$ cat config.mk
export PLATFORM = sky130hd
export DESIGN_NAME = prime_modular_alu
export DESIGN_NICKNAME = d
export VERILOG_FILES = /design/src/hw/rtl/pma_pkg.sv /design/src/hw/rtl/pma_modmul.sv /design/src/hw/rtl/pma_datapath.sv /design/src/hw/rtl/pma_ctrl.sv /design/src/hw/rtl/prime_modular_alu.sv
export SDC_FILE = /design/constraint.sdc
export NUM_CORES = 2
export LEC_CHECK = 0
export BUFFER_PORTS_ARGS = -buffer_cell sky130_fd_sc_hd__buf_2
export CAP_MARGIN = 20
export CELL_PAD_IN_SITES_DETAIL_PLACEMENT = 1
export CELL_PAD_IN_SITES_GLOBAL_PLACEMENT = 1
export CORE_ASPECT_RATIO = 1.4
export CORE_MARGIN = 5
export CORE_UTILIZATION = 53
export CTS_BUF_LIST = sky130_fd_sc_hd__clkbuf_4 sky130_fd_sc_hd__clkbuf_8
export CTS_CLUSTER_SIZE = 20
export DETAILED_ROUTE_END_ITERATION = 12
export HOLD_SLACK_MARGIN = 0.15
export PLACE_DENSITY = 0.84
export SYNTH_ARGS = -nofsm -noshare
export SYNTH_HDL_FRONTEND = slang
export SYNTH_SLANG_ARGS = --single-unit
$ cat constraint.sdc
create_clock -name i_clk -period 13.25 [get_ports i_clk]
set_clock_uncertainty 0.2 [all_clocks]
set_input_delay 0.6625 -clock i_clk [delete_from_list [all_inputs] [get_ports i_clk]]
set_output_delay 0.6625 -clock i_clk [all_outputs]
set_load 0.02 [all_outputs]
$ cat src/hw/rtl/pma_pkg.sv
// Shared constants, types and helpers for the prime modular ALU.
`default_nettype none

package pma_pkg;

    localparam int FuncW     = 3;
    localparam int OpndW     = 31;
    localparam int ResW      = 30;
    localparam int ProdW     = 2 * ResW;
    localparam int QW        = ProdW - (ResW - 1);
    localparam int QmuW      = 2 * QW;
    localparam int RemW      = ResW + 2;
    localparam int InTdataW  = 64;
    localparam int InTuserW  = FuncW;
    localparam int OutTdataW = 32;

    localparam logic [ResW-1:0]  Prime     = 30'd1000000007;
    localparam logic [ResW-1:0]  One       = 30'd1;
    localparam logic [OpndW-1:0] PrimeX1   = 31'(Prime);
    localparam logic [OpndW-1:0] PrimeX2   = {Prime, 1'b0};
    localparam logic [OpndW-1:0] InvExp    = PrimeX1 - 31'd2;
    localparam logic [63:0]      MuFull    = (64'd1 << ProdW) / 64'(Prime);
    localparam logic [QW-1:0]    BarrettMu = MuFull[QW-1:0];

    typedef enum logic [FuncW-1:0] {
        FN_ADD = 3'd0,
        FN_MUL = 3'd1,
        FN_POW = 3'd2,
        FN_INV = 3'd3,
        FN_DIV = 3'd4
    } t_func;

    typedef enum logic [2:0] {
        ISS_NONE,
        ISS_AB,
        ISS_ACC_SQ,
        ISS_SQ_SQ,
        ISS_ACC_A
    } t_iss;

    typedef enum logic [3:0] {
        ST_IDLE,
        ST_ADD,
        ST_MUL,
        ST_POW_TEST,
        ST_ISS_ACC,
        ST_ISS_SQ,
        ST_DRAIN,
        ST_DIV,
        ST_WAIT,
        ST_DONE
    } t_state;

    typedef struct packed {
        logic load;
        logic add;
        t_iss iss;
        logic shift;
        logic out_load;
    } t_cmd;

    typedef struct packed {
        logic exp_zero;
        logic exp_lsb;
        logic mul_busy;
        logic out_free;
    } t_sts;

    function automatic logic [ResW-1:0] reduce_opnd(input logic [OpndW-1:0] v);
        logic [OpndW-1:0] d;
        priority if (v >= PrimeX2) begin
            d = v - PrimeX2;
        end else if (v >= PrimeX1) begin
            d = v - PrimeX1;
        end else begin
            d = v;
        end
        return d[ResW-1:0];
    endfunction

endpackage

`default_nettype wire

$ cat src/hw/rtl/pma_modmul.sv
// Pipelined modular multiplier with Barrett reduction.
`default_nettype none

module pma_modmul (
    input  logic                      i_clk,
    input  logic                      i_rst_n,
    input  logic                      i_valid,
    input  logic                      i_tag,
    input  logic [pma_pkg::ResW-1:0]  i_x,
    input  logic [pma_pkg::ResW-1:0]  i_y,
    output logic                      o_valid,
    output logic                      o_tag,
    output logic [pma_pkg::ResW-1:0]  o_res,
    output logic                      o_busy
);
    import pma_pkg::*;

    logic [2:0]       r_vld;
    logic [2:0]       n_vld;
    logic [2:0]       r_tag;
    logic [ProdW-1:0] r_prod;
    logic [QmuW-1:0]  r_qmu;
    logic [RemW-1:0]  r_lo2;
    logic [RemW-1:0]  r_lo3;
    logic [RemW-1:0]  r_qp_lo;
    logic [QW-1:0]    w_q1;
    logic [ResW-1:0]  w_q;
    logic [ProdW-1:0] w_qp;
    logic [RemW-1:0]  w_rem;
    logic [RemW-1:0]  w_fix;

    assign n_vld = {r_vld[1:0], i_valid};
    assign w_q1  = r_prod[ProdW-1:ResW-1];
    assign w_q   = r_qmu[2*ResW:ResW+1];
    assign w_qp  = ProdW'(w_q) * ProdW'(Prime);
    assign w_rem = r_lo3 - r_qp_lo;

    always_comb begin
        priority if (w_rem >= RemW'(PrimeX2)) begin
            w_fix = w_rem - RemW'(PrimeX2);
        end else if (w_rem >= RemW'(Prime)) begin
            w_fix = w_rem - RemW'(Prime);
        end else begin
            w_fix = w_rem;
        end
    end

    always_ff @(posedge i_clk) begin
        if (!i_rst_n) begin
            r_vld <= '0;
        end else begin
            r_vld <= n_vld;
        end
    end

    always_ff @(posedge i_clk) begin
        r_tag   <= {r_tag[1:0], i_tag};
        r_prod  <= ProdW'(i_x) * ProdW'(i_y);
        r_qmu   <= QmuW'(w_q1) * QmuW'(BarrettMu);
        r_lo2   <= r_prod[RemW-1:0];
        r_lo3   <= r_lo2;
        r_qp_lo <= w_qp[RemW-1:0];
    end

    assign o_valid = r_vld[2];
    assign o_tag   = r_tag[2];
    assign o_res   = w_fix[ResW-1:0];
    assign o_busy  = |r_vld;

endmodule

`default_nettype wire

$ cat src/hw/rtl/pma_datapath.sv
// Datapath: operand registers, accumulator, square, exponent and result register.
`default_nettype none

module pma_datapath (
    input  logic                      i_clk,
    input  logic                      i_rst_n,
    input  pma_pkg::t_cmd             i_cmd,
    input  logic [pma_pkg::FuncW-1:0] i_func,
    input  logic [pma_pkg::OpndW-1:0] i_opnd_a,
    input  logic [pma_pkg::OpndW-1:0] i_opnd_b,
    input  logic                      i_res_ready,
    output logic                      o_res_valid,
    output logic [pma_pkg::ResW-1:0]  o_res,
    output pma_pkg::t_sts             o_sts
);
    import pma_pkg::*;

    logic [ResW-1:0]  r_opa;
    logic [ResW-1:0]  r_opb;
    logic [ResW-1:0]  r_acc;
    logic [ResW-1:0]  n_acc;
    logic [ResW-1:0]  r_sq;
    logic [ResW-1:0]  n_sq;
    logic [OpndW-1:0] r_exp;
    logic [OpndW-1:0] n_exp;
    logic [ResW-1:0]  r_out;
    logic             r_out_vld;
    logic [ResW-1:0]  w_red_a;
    logic [ResW-1:0]  w_red_b;
    logic [ResW:0]    w_sum;
    logic [ResW-1:0]  w_add;
    logic             w_mul_in_vld;
    logic             w_mul_in_tag;
    logic [ResW-1:0]  w_mul_x;
    logic [ResW-1:0]  w_mul_y;
    logic             w_mul_vld;
    logic             w_mul_tag;
    logic [ResW-1:0]  w_mul_res;
    logic             w_mul_busy;

    assign w_red_a = reduce_opnd(i_opnd_a);
    assign w_red_b = reduce_opnd(i_opnd_b);
    assign w_sum   = {1'b0, r_opa} + {1'b0, r_opb};
    assign w_add   = (w_sum >= (ResW+1)'(Prime)) ? ResW'(w_sum - (ResW+1)'(Prime))
                                                 : w_sum[ResW-1:0];

    always_comb begin
        w_mul_in_vld = 1'b1;
        w_mul_in_tag = 1'b0;
        w_mul_x      = r_acc;
        w_mul_y      = r_sq;
        unique case (i_cmd.iss)
            ISS_AB: begin
                w_mul_x = r_opa;
                w_mul_y = r_opb;
            end
            ISS_ACC_SQ: begin
                w_mul_x = r_acc;
                w_mul_y = r_sq;
            end
            ISS_SQ_SQ: begin
                w_mul_x      = r_sq;
                w_mul_y      = r_sq;
                w_mul_in_tag = 1'b1;
            end
            ISS_ACC_A: begin
                w_mul_x = r_acc;
                w_mul_y = r_opa;
            end
            default: begin
                w_mul_in_vld = 1'b0;
            end
        endcase
    end

    pma_modmul u_modmul (
        .i_clk   (i_clk),
        .i_rst_n (i_rst_n),
        .i_valid (w_mul_in_vld),
        .i_tag   (w_mul_in_tag),
        .i_x     (w_mul_x),
        .i_y     (w_mul_y),
        .o_valid (w_mul_vld),
        .o_tag   (w_mul_tag),
        .o_res   (w_mul_res),
        .o_busy  (w_mul_busy)
    );

    always_comb begin
        n_acc = r_acc;
        n_sq  = r_sq;
        n_exp = r_exp;
        if (i_cmd.load) begin
            unique case (t_func'(i_func))
                FN_POW: begin
                    n_sq  = w_red_a;
                    n_exp = i_opnd_b;
                    n_acc = One;
                end
                FN_INV: begin
                    n_sq  = w_red_a;
                    n_exp = InvExp;
                    n_acc = One;
                end
                FN_DIV: begin
                    n_sq  = w_red_b;
                    n_exp = InvExp;
                    n_acc = One;
                end
                default: begin
                    n_sq  = w_red_a;
                    n_exp = '0;
                    n_acc = '0;
                end
            endcase
        end else begin
            if (i_cmd.add) begin
                n_acc = w_add;
            end
            if (i_cmd.shift) begin
                n_exp = r_exp >> 1;
            end
            if (w_mul_vld) begin
                if (w_mul_tag) begin
                    n_sq = w_mul_res;
                end else begin
                    n_acc = w_mul_res;
                end
            end
        end
    end

    always_ff @(posedge i_clk) begin
        if (i_cmd.load) begin
            r_opa <= w_red_a;
            r_opb <= w_red_b;
        end
        r_acc <= n_acc;
        r_sq  <= n_sq;
        r_exp <= n_exp;
        if (i_cmd.out_load) begin
            r_out <= r_acc;
        end
    end

    always_ff @(posedge i_clk) begin
        if (!i_rst_n) begin
            r_out_vld <= 1'b0;
        end else if (i_cmd.out_load) begin
            r_out_vld <= 1'b1;
        end else if (i_res_ready) begin
            r_out_vld <= 1'b0;
        end
    end

    assign o_res_valid     = r_out_vld;
    assign o_res           = r_out;
    assign o_sts.exp_zero  = (r_exp == '0);
    assign o_sts.exp_lsb   = r_exp[0];
    assign o_sts.mul_busy  = w_mul_busy;
    assign o_sts.out_free  = !r_out_vld || i_res_ready;

endmodule

`default_nettype wire

$ cat src/hw/rtl/pma_ctrl.sv
// Controller state machine sequencing add, multiply and square-and-multiply.
`default_nettype none

module pma_ctrl (
    input  logic                      i_clk,
    input  logic                      i_rst_n,
    input  logic                      i_in_valid,
    input  logic [pma_pkg::FuncW-1:0] i_func,
    input  pma_pkg::t_sts             i_sts,
    output logic                      o_in_ready,
    output pma_pkg::t_cmd             o_cmd
);
    import pma_pkg::*;

    t_state r_state;
    t_state n_state;
    logic   r_div;
    logic   n_div;

    always_comb begin
        n_state = r_state;
        n_div   = r_div;
        unique case (r_state)
            ST_IDLE: begin
                if (i_in_valid) begin
                    n_div = (t_func'(i_func) == FN_DIV);
                    unique case (t_func'(i_func))
                        FN_ADD: n_state = ST_ADD;
                        FN_MUL: n_state = ST_MUL;
                        FN_POW, FN_INV, FN_DIV: n_state = ST_POW_TEST;
                        default: n_state = ST_DONE;
                    endcase
                end
            end
            ST_ADD: n_state = ST_DONE;
            ST_MUL: n_state = ST_WAIT;
            ST_POW_TEST: begin
                if (i_sts.exp_zero) begin
                    n_state = r_div ? ST_DIV : ST_DONE;
                end else begin
                    n_state = ST_ISS_ACC;
                end
            end
            ST_ISS_ACC: n_state = ST_ISS_SQ;
            ST_ISS_SQ: n_state = ST_DRAIN;
            ST_DRAIN: begin
                priority if (i_sts.mul_busy) begin
                    n_state = ST_DRAIN;
                end else if (i_sts.exp_zero) begin
                    n_state = r_div ? ST_DIV : ST_DONE;
                end else begin
                    n_state = ST_ISS_ACC;
                end
            end
            ST_DIV: n_state = ST_WAIT;
            ST_WAIT: begin
                if (!i_sts.mul_busy) begin
                    n_state = ST_DONE;
                end
            end
            ST_DONE: begin
                if (i_sts.out_free) begin
                    n_state = ST_IDLE;
                end
            end
            default: n_state = ST_IDLE;
        endcase
    end

    always_comb begin
        o_in_ready     = 1'b0;
        o_cmd.load     = 1'b0;
        o_cmd.add      = 1'b0;
        o_cmd.iss      = ISS_NONE;
        o_cmd.shift    = 1'b0;
        o_cmd.out_load = 1'b0;
        unique case (r_state)
            ST_IDLE: begin
                o_in_ready = 1'b1;
                o_cmd.load = i_in_valid;
            end
            ST_ADD: o_cmd.add = 1'b1;
            ST_MUL: o_cmd.iss = ISS_AB;
            ST_ISS_ACC: o_cmd.iss = i_sts.exp_lsb ? ISS_ACC_SQ : ISS_NONE;
            ST_ISS_SQ: begin
                o_cmd.iss   = ISS_SQ_SQ;
                o_cmd.shift = 1'b1;
            end
            ST_DIV: o_cmd.iss = ISS_ACC_A;
            ST_DONE: o_cmd.out_load = i_sts.out_free;
            default: begin
                o_cmd.iss = ISS_NONE;
            end
        endcase
    end

    always_ff @(posedge i_clk) begin
        if (!i_rst_n) begin
            r_state <= ST_IDLE;
            r_div   <= 1'b0;
        end else begin
            r_state <= n_state;
            r_div   <= n_div;
        end
    end

endmodule

`default_nettype wire

$ cat src/hw/rtl/prime_modular_alu.sv
// Top level of the prime modular ALU: stream ports, controller and datapath.
//
// Modular arithmetic over the prime 1000000007, one transaction in and one
// result out. The unit takes one transaction at a time; a finished result
// sits in an output register, so the next transaction is taken while it waits.
// All products go through one three-stage Barrett modular multiplier. Power
// with exponent b works through b one bit at a time: each exponent bit issues
// a multiply if the bit is set, then a square, into the multiplier and then
// waits for it to drain; inverse and divide run the same loop with exponent
// p - 2, and divide then multiplies the result by operand a.
`default_nettype none

module prime_modular_alu (
    input  logic                          i_clk,
    input  logic                          i_rst_n,
    input  logic                          s_axis_tvalid,
    output logic                          s_axis_tready,
    // [30:0] operand_a, [61:31] operand_b, [63:62] zero
    input  logic [pma_pkg::InTdataW-1:0]  s_axis_tdata,
    // [2:0] func
    input  logic [pma_pkg::InTuserW-1:0]  s_axis_tuser,
    output logic                          m_axis_tvalid,
    input  logic                          m_axis_tready,
    // [29:0] residue, [31:30] zero
    output logic [pma_pkg::OutTdataW-1:0] m_axis_tdata
);
    import pma_pkg::*;

    t_cmd            w_cmd;
    t_sts            w_sts;
    logic [ResW-1:0] w_res;

    pma_ctrl u_ctrl (
        .i_clk      (i_clk),
        .i_rst_n    (i_rst_n),
        .i_in_valid (s_axis_tvalid),
        .i_func     (s_axis_tuser[FuncW-1:0]),
        .i_sts      (w_sts),
        .o_in_ready (s_axis_tready),
        .o_cmd      (w_cmd)
    );

    pma_datapath u_datapath (
        .i_clk       (i_clk),
        .i_rst_n     (i_rst_n),
        .i_cmd       (w_cmd),
        .i_func      (s_axis_tuser[FuncW-1:0]),
        .i_opnd_a    (s_axis_tdata[OpndW-1:0]),
        .i_opnd_b    (s_axis_tdata[2*OpndW-1:OpndW]),
        .i_res_ready (m_axis_tready),
        .o_res_valid (m_axis_tvalid),
        .o_res       (w_res),
        .o_sts       (w_sts)
    );

    assign m_axis_tdata = {{(OutTdataW-ResW){1'b0}}, w_res};

    a_single_item: assert property (@(posedge i_clk) disable iff (!i_rst_n)
        (s_axis_tvalid && s_axis_tready) |=> !s_axis_tready)
        else $error("transaction taken while another is in progress");

    a_res_range: assert property (@(posedge i_clk) disable iff (!i_rst_n)
        m_axis_tvalid |-> (m_axis_tdata[ResW-1:0] < Prime))
        else $error("residue not reduced");

    a_out_free: assert property (@(posedge i_clk) disable iff (!i_rst_n)
        w_cmd.out_load |-> w_sts.out_free)
        else $error("result register overwritten");

    a_load_idle_mul: assert property (@(posedge i_clk) disable iff (!i_rst_n)
        w_cmd.load |-> !w_sts.mul_busy)
        else $error("load while multiplier busy");

endmodule

`default_nettype wire

==> impl.org <==
** Final layout
- From synthesis to final layout, the design area changed by 6.81%.
- Summing all non-filler instances in the final layout gives an area of approximately 0.074 sq mm.
- After the last flow step, the layout net total stands at between 9,000 and 10,000.
- Top library cells by usage in the layout, fill and taps aside :: sky130_fd_sc_hd__inv_1, sky130_fd_sc_hd__fa_1, sky130_fd_sc_hd__ha_1
- Of the cells placed in the final design, the portion with a size suffix greater than 1 is 0.0599.
- Final cell count without fillers :: 9,370
- The library cell used most frequently in the layout, excluding fill and tap cells, is sky130_fd_sc_hd__inv_1.

** Detailed routing
- The routed layout has between 50,000 and 60,000 vias.
- The detail route stage leaves a number of antenna-violating nets equal to 0.
- After the first detailed-routing iteration, the DRC count stood at 4,656.
- After detailed routing, the total wire length is 266,000 um.
- For this run, the detailed router's first-pass iteration total came to 6.
- Via density per instance :: between 6 and 7
- Drc violations :: 0
- After detailed routing, the average wire length per cell comes to 28.4 um.

** Critical path
- Among the stages of the critical path, the cell type that occurs most often is sky130_fd_sc_hd__fa_1.
- The critical path is of the reg2reg type.
- The worst setup path is launched from a flip-flop.
- Across all register-to-register paths, the minimum setup slack is 0.75 ns.
- On the critical path, the stage with the largest delay is an instance of sky130_fd_sc_hd__and2_1.
- Kind of capture point of the worst setup path :: flip-flop
- In this design, the stage delay of the slowest critical-path cell is around 0.94 ns.
- At the worst endpoint, the arrival time is around 13 ns.
- At the worst endpoint, the required time is around 14 ns.
- In this run the worst path has a maximum fanout of 23.

** STA
- At the pin with the least slew margin, the transition time is around 1.3 ns.
- Dividing the final minimum period by the clock period gives 0.944.
- Tmin final :: 12.50 ns
- Slew HR :: 0.100
- Final worst setup slack :: around 0.75 ns
- In the final timing run, aggregate negative setup slack is 0 ns.
- The total count of max-transition violations in the final report came to 0.
- Setup violations remaining at the end of the flow were counted as 0.
- Timing would allow up to 80.0 MHz.
- Final Hold Viols :: 0
- RSZ-0062 raised after global routing :: false

** Yosys
- Synthesis-stage register bit count :: around 380
- EDFF count, synth :: roughly 150
- Prevailing post-synth register cell :: sky130_fd_sc_hd__dfxtp_1
- Synthesis handed over a netlist of ~7,500 instances.
- Sequential fraction of the synthesis area :: 0.132
- Mean cell area of the mapped netlist :: 9.18 sq um
- Synth async-reset ratio :: 0
- Synth unique cells :: ~110
- For this run, the number of Yosys warnings is 0.
- Netlist area before placement :: between 0.06 and 0.07 sq mm

** Clock tree
- Level count of the clock H-tree :: 3
- Counting along the longest clock path gives a buffer depth of 3.
- Number of setup buffers added after CTS :: 0
- TritonCTS built the clock tree.
- Worst-path clk slew :: 0.08 ns
- Clk Latency, worst-skew pair :: ~0.76 ns
- Clock tree synthesis selected as its root buffer the cell sky130_fd_sc_hd__clkbuf_8.
- Number of buffers inserted during clock tree synthesis :: between 60 and 70
- Number of sinks on the clock net :: ~380

** Die
- Height of the die :: around 440 um
- Pin placement for this block handled 105 I/O pins.
- Number of core rows :: ~160
- Initial cell density of the core :: 0.534
- The core region is ~0.13 sq mm.
- Die Span X :: approximately 310 um
- Total die area :: roughly 0.14 sq mm

** Placed design
- The congestion estimate from routability-driven global placement came to a little over 1.
- Timing analysis after detailed placement gives a worst setup slack of 1.39 ns.
- Once detailed placement completed, the half-perimeter wirelength came to ~210,000 um.
- Count of placed standard cells including taps :: just over 9,000
- IO buf count :: 100
- Instance area at placement :: roughly 0.071 sq mm

** Global route
- Pin count of the biggest net entering global routing :: 66
- The first global-routing pass estimated 400,000 um of wire.
- Across every metal layer, demand over resource in global routing totals 0.388.
- The total overflow left after global routing is 0.
- The via count of the first global-routing pass came to between 60,000 and 70,000.
- Initial antenna violation count :: 15

** Flow run
- Count of max-cap constraint violations :: 0

** Outcome
- The run finished with clean final reports.

** Hold path
- The worst hold path belongs to the class reg2reg.
-- critical path: cells and delay by family (launching register included) --
kind	cells	cell delay [ns]
AOI/OAI and AO/OA	7	2.94
xor gates and xnor gates	1	0.14
adders and majority gates	9	4.19
and+or+nand+nor	12	3.45
buffers and inverters	5	0.64
DFF	1	0.79
-- final cells by class --
type / count / area [sq um]
Antenna cell: 7 / 17.5
Clock buffer: 87 / 1110
Clock inverter: 30 / 385
Fill cell: 14900 / 55600
Inverter: 1500 / 5630
Multi-Input combinational cell: 5332 / 53000
Sequential cell: 379 / 9100
Tap cell: 1738 / 2170
Timing Repair Buffer: 297 / 2190
-- timing repair --
action,in CTS,in global routing
hold buffers,65,0
hold endpoints to repair,72,0
resized for setup,0,0
-- cells in the mapped netlist, types with 47 or more instances --
| master | instances | share of area |
|---|---|---|
| sky130_fd_sc_hd__fa_1 | 1223 | 0.36 |
| sky130_fd_sc_hd__xor2_1 | 92 | 0.012 |
| sky130_fd_sc_hd__dfxtp_1 | 228 | 0.066 |
| sky130_fd_sc_hd__mux2i_1 | 47 | 0.0068 |
| sky130_fd_sc_hd__and2_1 | 62 | 0.0056 |
| sky130_fd_sc_hd__ha_1 | 833 | 0.15 |
| sky130_fd_sc_hd__edfxtp_1 | 151 | 0.066 |
| sky130_fd_sc_hd__inv_1 | 1499 | 0.082 |
| sky130_fd_sc_hd__a31oi_1 | 48 | 0.0044 |
| sky130_fd_sc_hd__a21oi_1 | 246 | 0.018 |
| sky130_fd_sc_hd__xnor2_1 | 180 | 0.023 |
| sky130_fd_sc_hd__nor2_1 | 788 | 0.043 |
| sky130_fd_sc_hd__o22ai_1 | 53 | 0.0048 |
| sky130_fd_sc_hd__nand3_1 | 71 | 0.0052 |
| sky130_fd_sc_hd__nor3_1 | 57 | 0.0041 |
| sky130_fd_sc_hd__o21ai_0 | 172 | 0.012 |
| sky130_fd_sc_hd__clkbuf_1 | 244 | 0.013 |
| sky130_fd_sc_hd__nand2_1 | 698 | 0.038 |
| sky130_fd_sc_hd__a21o_1 | 97 | 0.011 |
-- path summary, 6_finish.rpt --
| path | from | end | depth (start not counted) |
|---|---|---|---|
| hold reg to reg | u_datapath.u_modmul.r_prod[14] | u_datapath.u_modmul.r_lo2[14] | 0 |
| hold / removal | u_datapath.u_modmul.r_prod[14] | u_datapath.u_modmul.r_lo2[14] | 0 |
| setup / recovery | u_ctrl.r_state[0] | u_datapath.u_modmul.r_prod[56] | 34 |
| setup reg to reg | u_ctrl.r_state[0] | u_datapath.u_modmul.r_prod[56] | 34 |
-- metal layers --
layer	wire length [um]	vias up	GRT usage
met5	13	-	0.00142
met4	28600	2	0.323
met3	23500	1421	0.0880
met2	126000	3274	0.642
met1	88700	29300	0.422
li1	-	23900	-
-- per-stage QoR --
| stage | utilization | hold WS [ns] |
|---|---|---|
| CTS | 0.569 | 0.150 |
| finish | 0.570 | 0.144 |
| global placement | 0.553 | 0.110 |
| floorplan | - | 0.110 |
| detailed placement | 0.553 | 0.113 |
| global route | 0.570 | 0.157 |
-- cells by family (layout without fill, tap and decap cells) --
| logic type | after synthesis | in the layout | synth area share |
|---|---|---|---|
| buf+inv | 1801 | 1914 | 0.0993 |
| simple gates | 1951 | 1951 | 0.122 |
| compound gates | 998 | 998 | 0.0974 |
| other cells | 1 | 9 | 0.0000544 |
| fa+ha+maj | 2056 | 2056 | 0.506 |
| flops | 379 | 379 | 0.132 |
| mux | 51 | 51 | 0.00748 |
| xor+xnor | 274 | 274 | 0.0350 |
-- state kept, by name, summed over array words and instances, names as in the netlist, 31 cells and up --
name / flops
u_datapath.u_modmul.r_prod: 60
u_datapath.u_modmul.r_lo3: 32
u_datapath.r_exp: 31
u_datapath.u_modmul.r_qp_lo: 32
u_datapath.u_modmul.r_lo2: 32
Power is not shown: default switching activity piles up to over one toggle a cycle in this logic, so the estimate is an artifact.
